`src/frt_pkg.sv`:
```
// ----------------------------------------------------------------------------
// frt_pkg
// Shared constants, state encoding and controller/datapath structs for the
// fixed-priority response-time analyzer.
// ----------------------------------------------------------------------------
`default_nettype none
package frt_pkg;
   localparam int MAX_TASKS   = 64;
   localparam int PROC_BITS   = 6;
   localparam int IDX_W       = $clog2(MAX_TASKS);
   localparam int CNT_W       = $clog2(MAX_TASKS + 1);
   localparam int SPROC_W     = PROC_BITS + 1;
   localparam int ENTRY_W     = 32 + 32 + 32 + SPROC_W;
   localparam int STEP_W      = 6;
   localparam logic [STEP_W-1:0] LAST_STEP = STEP_W'(32);
   localparam logic [33:0] MISS_MARGIN = 34'd100;
   localparam logic [33:0] SAT34 = 34'h3_FFFF_FFFF;

   localparam logic [1:0] VERDICT_MET    = 2'd0;
   localparam logic [1:0] VERDICT_MISSED = 2'd1;
   localparam logic [1:0] VERDICT_SKIP   = 2'd2;

   typedef enum logic [3:0] {
      S_IDLE, S_START, S_READ, S_CHECK, S_DIV, S_MUL_INIT, S_MUL, S_ACC, S_EVAL, S_DONE
   } state_type;

   typedef struct packed {
      logic load;
      logic skip;
      logic init;
      logic miss;
      logic conv;
      logic next;
      logic div_start;
      logic div_step;
      logic mul_start;
      logic mul_step;
      logic acc;
      logic retry;
      logic finish;
   } cmd_type;

   typedef struct packed {
      logic unassigned;
      logic start_late;
      logic k_end;
      logic proc_match;
      logic step_last;
      logic converged;
      logic resp_ok;
      logic out_free;
   } status_type;
endpackage
`default_nettype wire

```
`src/frt_ctrl.sv`:
```
// ----------------------------------------------------------------------------
// frt_ctrl
// Sequencer: walks the task table, runs divide and multiply per entry on the
// same processor, evaluates the fixed point and hands the result to the
// output register.
`default_nettype none
module frt_ctrl (
   input  wire logic               clock,
   input  wire logic               reset,
   input  wire logic               req_valid,
   output logic                    req_ready,
   input  wire frt_pkg::status_type st,
   output frt_pkg::cmd_type        cmd
);
   frt_pkg::state_type state_ff, state_in;

   always_ff @(posedge clock) begin
      if (reset) begin
         state_ff <= frt_pkg::S_IDLE;
      end else begin
         state_ff <= state_in;
      end
   end

   always_comb begin
      state_in  = state_ff;
      cmd       = '0;
      req_ready = 1'b0;
      case (state_ff)
         frt_pkg::S_IDLE: begin
            req_ready = 1'b1;
            if (req_valid) begin
               cmd.load = 1'b1;
               state_in = frt_pkg::S_START;
            end
         end
         frt_pkg::S_START: begin
            if (st.unassigned) begin
               cmd.skip = 1'b1;
               state_in = frt_pkg::S_DONE;
            end else if (st.start_late) begin
               cmd.miss = 1'b1;
               state_in = frt_pkg::S_DONE;
            end else begin
               cmd.init = 1'b1;
               state_in = frt_pkg::S_READ;
            end
         end
         frt_pkg::S_READ: state_in = frt_pkg::S_CHECK;
         frt_pkg::S_CHECK: begin
            if (st.k_end) begin
               state_in = frt_pkg::S_EVAL;
            end else if (!st.proc_match) begin
               cmd.next = 1'b1;
               state_in = frt_pkg::S_READ;
            end else begin
               cmd.div_start = 1'b1;
               state_in = frt_pkg::S_DIV;
            end
         end
         frt_pkg::S_DIV: begin
            cmd.div_step = 1'b1;
            if (st.step_last) state_in = frt_pkg::S_MUL_INIT;
         end
         frt_pkg::S_MUL_INIT: begin
            cmd.mul_start = 1'b1;
            state_in = frt_pkg::S_MUL;
         end
         frt_pkg::S_MUL: begin
            cmd.mul_step = 1'b1;
            if (st.step_last) state_in = frt_pkg::S_ACC;
         end
         frt_pkg::S_ACC: begin
            cmd.acc = 1'b1;
            state_in = frt_pkg::S_READ;
         end
         frt_pkg::S_EVAL: begin
            if (st.converged) begin
               cmd.conv = 1'b1;
               state_in = frt_pkg::S_DONE;
            end else if (st.resp_ok) begin
               cmd.retry = 1'b1;
               state_in = frt_pkg::S_READ;
            end else begin
               cmd.miss = 1'b1;
               state_in = frt_pkg::S_DONE;
            end
         end
         frt_pkg::S_DONE: begin
            if (st.out_free) begin
               cmd.finish = 1'b1;
               state_in = frt_pkg::S_IDLE;
            end
         end
         default: state_in = frt_pkg::S_IDLE;
      endcase
   end
endmodule
`default_nettype wire

```
`config.mk`:
```
export PLATFORM = sky130hd
export DESIGN_NAME = frt_ctrl
export DESIGN_NICKNAME = d
export VERILOG_FILES = /design/src/frt_pkg.sv /design/src/frt_ctrl.sv
export SDC_FILE = /design/constraint.sdc
export NUM_CORES = 1
export LEC_CHECK = 0
export BUFFER_PORTS_ARGS = -buffer_cell sky130_fd_sc_hd__buf_2
export CORE_AREA = 2 2 39 41
export DETAILED_ROUTE_END_ITERATION = 16
export DIE_AREA = 0 0 41 43
export PLACE_DENSITY = 0.7
export SYNTH_ARGS = -nofsm -noshare
export SYNTH_HDL_FRONTEND = slang
export SYNTH_SLANG_ARGS = --single-unit
```
`constraint.sdc`:
```
create_clock -name clock -period 1.95 [get_ports clock]
set_input_delay 0 -clock clock [delete_from_list [all_inputs] [get_ports clock]]
set_output_delay 0 -clock clock [all_outputs]
set_load 0.05 [all_outputs]
```
==> flow_summary.ini <==
[routing]
first_pass_iters = 4
ant_nets = 0
vias = 518
vias_per_cell = 5.08
drtIter0Drc = 4
totalWireLength_microns = 1090
drcViolationCount = 0
wl_per_cell_microns = 10.7

[setup_path]
crit_path_start_kind = flip-flop
crit_fanout = 14
cp.required_ns = 1.95
criticalPathCategory = flip-flop to output pin
startpoint = state_ff[0]$_SDFFE_PP0P_
reg2reg_from = state_ff[0]$_SDFFE_PP0P_
end_kind = output pin
cp_data_arrival_time_ns = 1.81

[hold_path]
hold_path.class = input port to flip-flop
hold_start = st[0]

[sta]
clock_skew_ns = 0.0000887
tightest_slew_ns = 0.442
rsz0062_at_grt = no
post-route-period-util_pct = 92.6
setup_viol = 0
maxSlewHeadroom_pct = 70.5
period_needed_ns = 1.81
fmax_ghz = 0.554
slew_viol_final = 0
hold_viol = 0
whs_ns = 0.0203

[layout]
final_common_cell = buf_2
fin_nets = 99
largest-register = state_ff
largest_reg_flops = 4
fillers = 159
diodes = 0
reg.largest.list = state_ff x4
fin_cells = 102
multi_input_area_sq_um = 322
drive_gt1_share_pct = 43.0
layout_common_cells = buf_2 (24), nor2_1 (8), inv_1 (5)
syn2layout_area_growth_pct = 38.3
seq_area_sq_um = 80.1
finalInstanceArea_sq_um = 601

[die]
num_io_pins = 25
start_util_pct = 31.4
core_area_sq_um = 1380
dieArea_sq_um = 1760
fp.dieW_microns = 41
die_h_microns = 43
rows = 14

[yosys]
seq_area_frac_synth_pct = 18.4
synth_top_area_cell = dfxtp_1
synth-main-ff-cell = dfxtp_1
synth_edf_count = 0
synth_top_cell_area_share_pct = 18.4
synth_fp_nets = 72
synth.area.top_cells = dfxtp_1 (18%), nor2_1 (6.9%), or4b_4 (6.3%), nor3_1 (4.6%), o21ai_0 (4.6%)
async_flop_share_pct = 0
synth.avg_cell_area_sq_um = 7.12
ys_ff_latch = 4
syn_area_sq_um = 434
synth_cell_type_count = 31
syn_inst = 61
synth_warnings = 0

[cts]
cts_made_buffers = 3
clkTransAtPathRegs_ns = 0.03
h-tree-depth = 1
cts_resized = 0
clk_latency_ns = 0.23
cts_tree = yes
cts_sinks = 4
cts_setup_buffers = 0
clockBufferDepth = 2
root_buffer = clkbuf_4

[global_routing]
grt_pass1_wl_microns = 1550
grt_pass1_vias = 399
antenna_found_initial = 0
grt_overflow = 0
track_usage_pct = 12.1
grt_max_degree = 15

[run_status]
outcome = finished, final reports clean

[placement]
place_area_sq_um = 568
dp_hpwl_microns = 813
dp_cells = 98
place.gp.congestion = 0.790
io_buffers = 24

[power]
power_density_nw_per_um2 = 1150
power.leakage_nw = 0.286
vdd.ir_drop.worst_mv = 0.546

[flow_run]
drv_cap = 0
==> path summary, 6_finish.rpt <==
check	endpoint	slack (ns)	cells past startpoint
worst max-delay path	cmd[9]	0.14	3
worst min-delay path	state_ff[0]$_SDFFE_PP0P_	0.02	2
worst max register to register	state_ff[0]$_SDFFE_PP0P_	0.35	4
worst min register to register	state_ff[2]$_SDFFE_PP0P_	0.61	1
==> synth_stat cells, types with 2 or more instances <==
cell	count
o32ai_1	2
a21oi_1	2
or4b_4	2
nor3_1	4
nor2_1	8
and2_1	3
dfxtp_1	4
nand2b_1	2
o21ai_0	4
nor2b_1	2
nor4_1	2
nand2_1	3
inv_1	5
==> layout make-up <==
cell class / instances / share of cell area, %
Multi-Input combinational cell: 48 / 53.5
Timing Repair Buffer: 26 / 22.9
Tap cell: 16 / 3.33
Sequential cell: 4 / 13.3
Inverter: 5 / 3.13
Clock buffer: 3 / 3.75
==> layer usage <==
metal	routed length [microns]	vias up	global-route usage [%]
met5	0	-	0
met4	0	0	4.00
met3	101	0	0
met2	465	29	19.7
met1	526	216	16.7
li1	-	273	-
==> power by group <==
part / switching (mW) / internal, mW / leakage (nW) / total (mW)
combinational: 0.281 / 0.154 / 0.239 / 0.435
sequential: 0.0593 / 0.103 / 0.0327 / 0.162
clock: 0.0282 / 0.0685 / 0.0138 / 0.0967
==> metrics by stage <==
stage / total power, mW / utilization, % / setup WS, ns / setup TNS [ns]
6_report: 0.694 / 43.4 / 0.145 / 0
4_1_cts: 0.699 / 43.4 / 0.161 / 0
2_1_floorplan: 0.513 / - / -0.0374 / -0.0374
3_3_place_gp: 0.588 / 41.0 / 0.424 / 0
5_1_grt: 0.742 / 43.4 / 0.0688 / 0
3_5_place_dp: 0.596 / 41.0 / 0.375 / 0
==> logic make-up (layout without fill, tap and decap cells) <==
group	count (synthesis)	count (layout)	share of synthesized area [%]
buf+inv	9	34	10.7
simple gates	34	34	47.8
compound gates	14	14	23.1
flops	4	4	18.4
==> timing repair <==
action / 4_1_cts / 5_1_grt
hold endpoints to repair: 1 / 0
endpoints found under the setup margin: 0 / 0
hold buffers: 1 / 0
==> critical path: stages, from the launching register on <==
cell and delay [ns]:
dfxtp_1 0.58, or4b_4 0.57, o32ai_2 0.13, buf_2 0.30
Note: power is estimated with default switching activity, not from simulation.
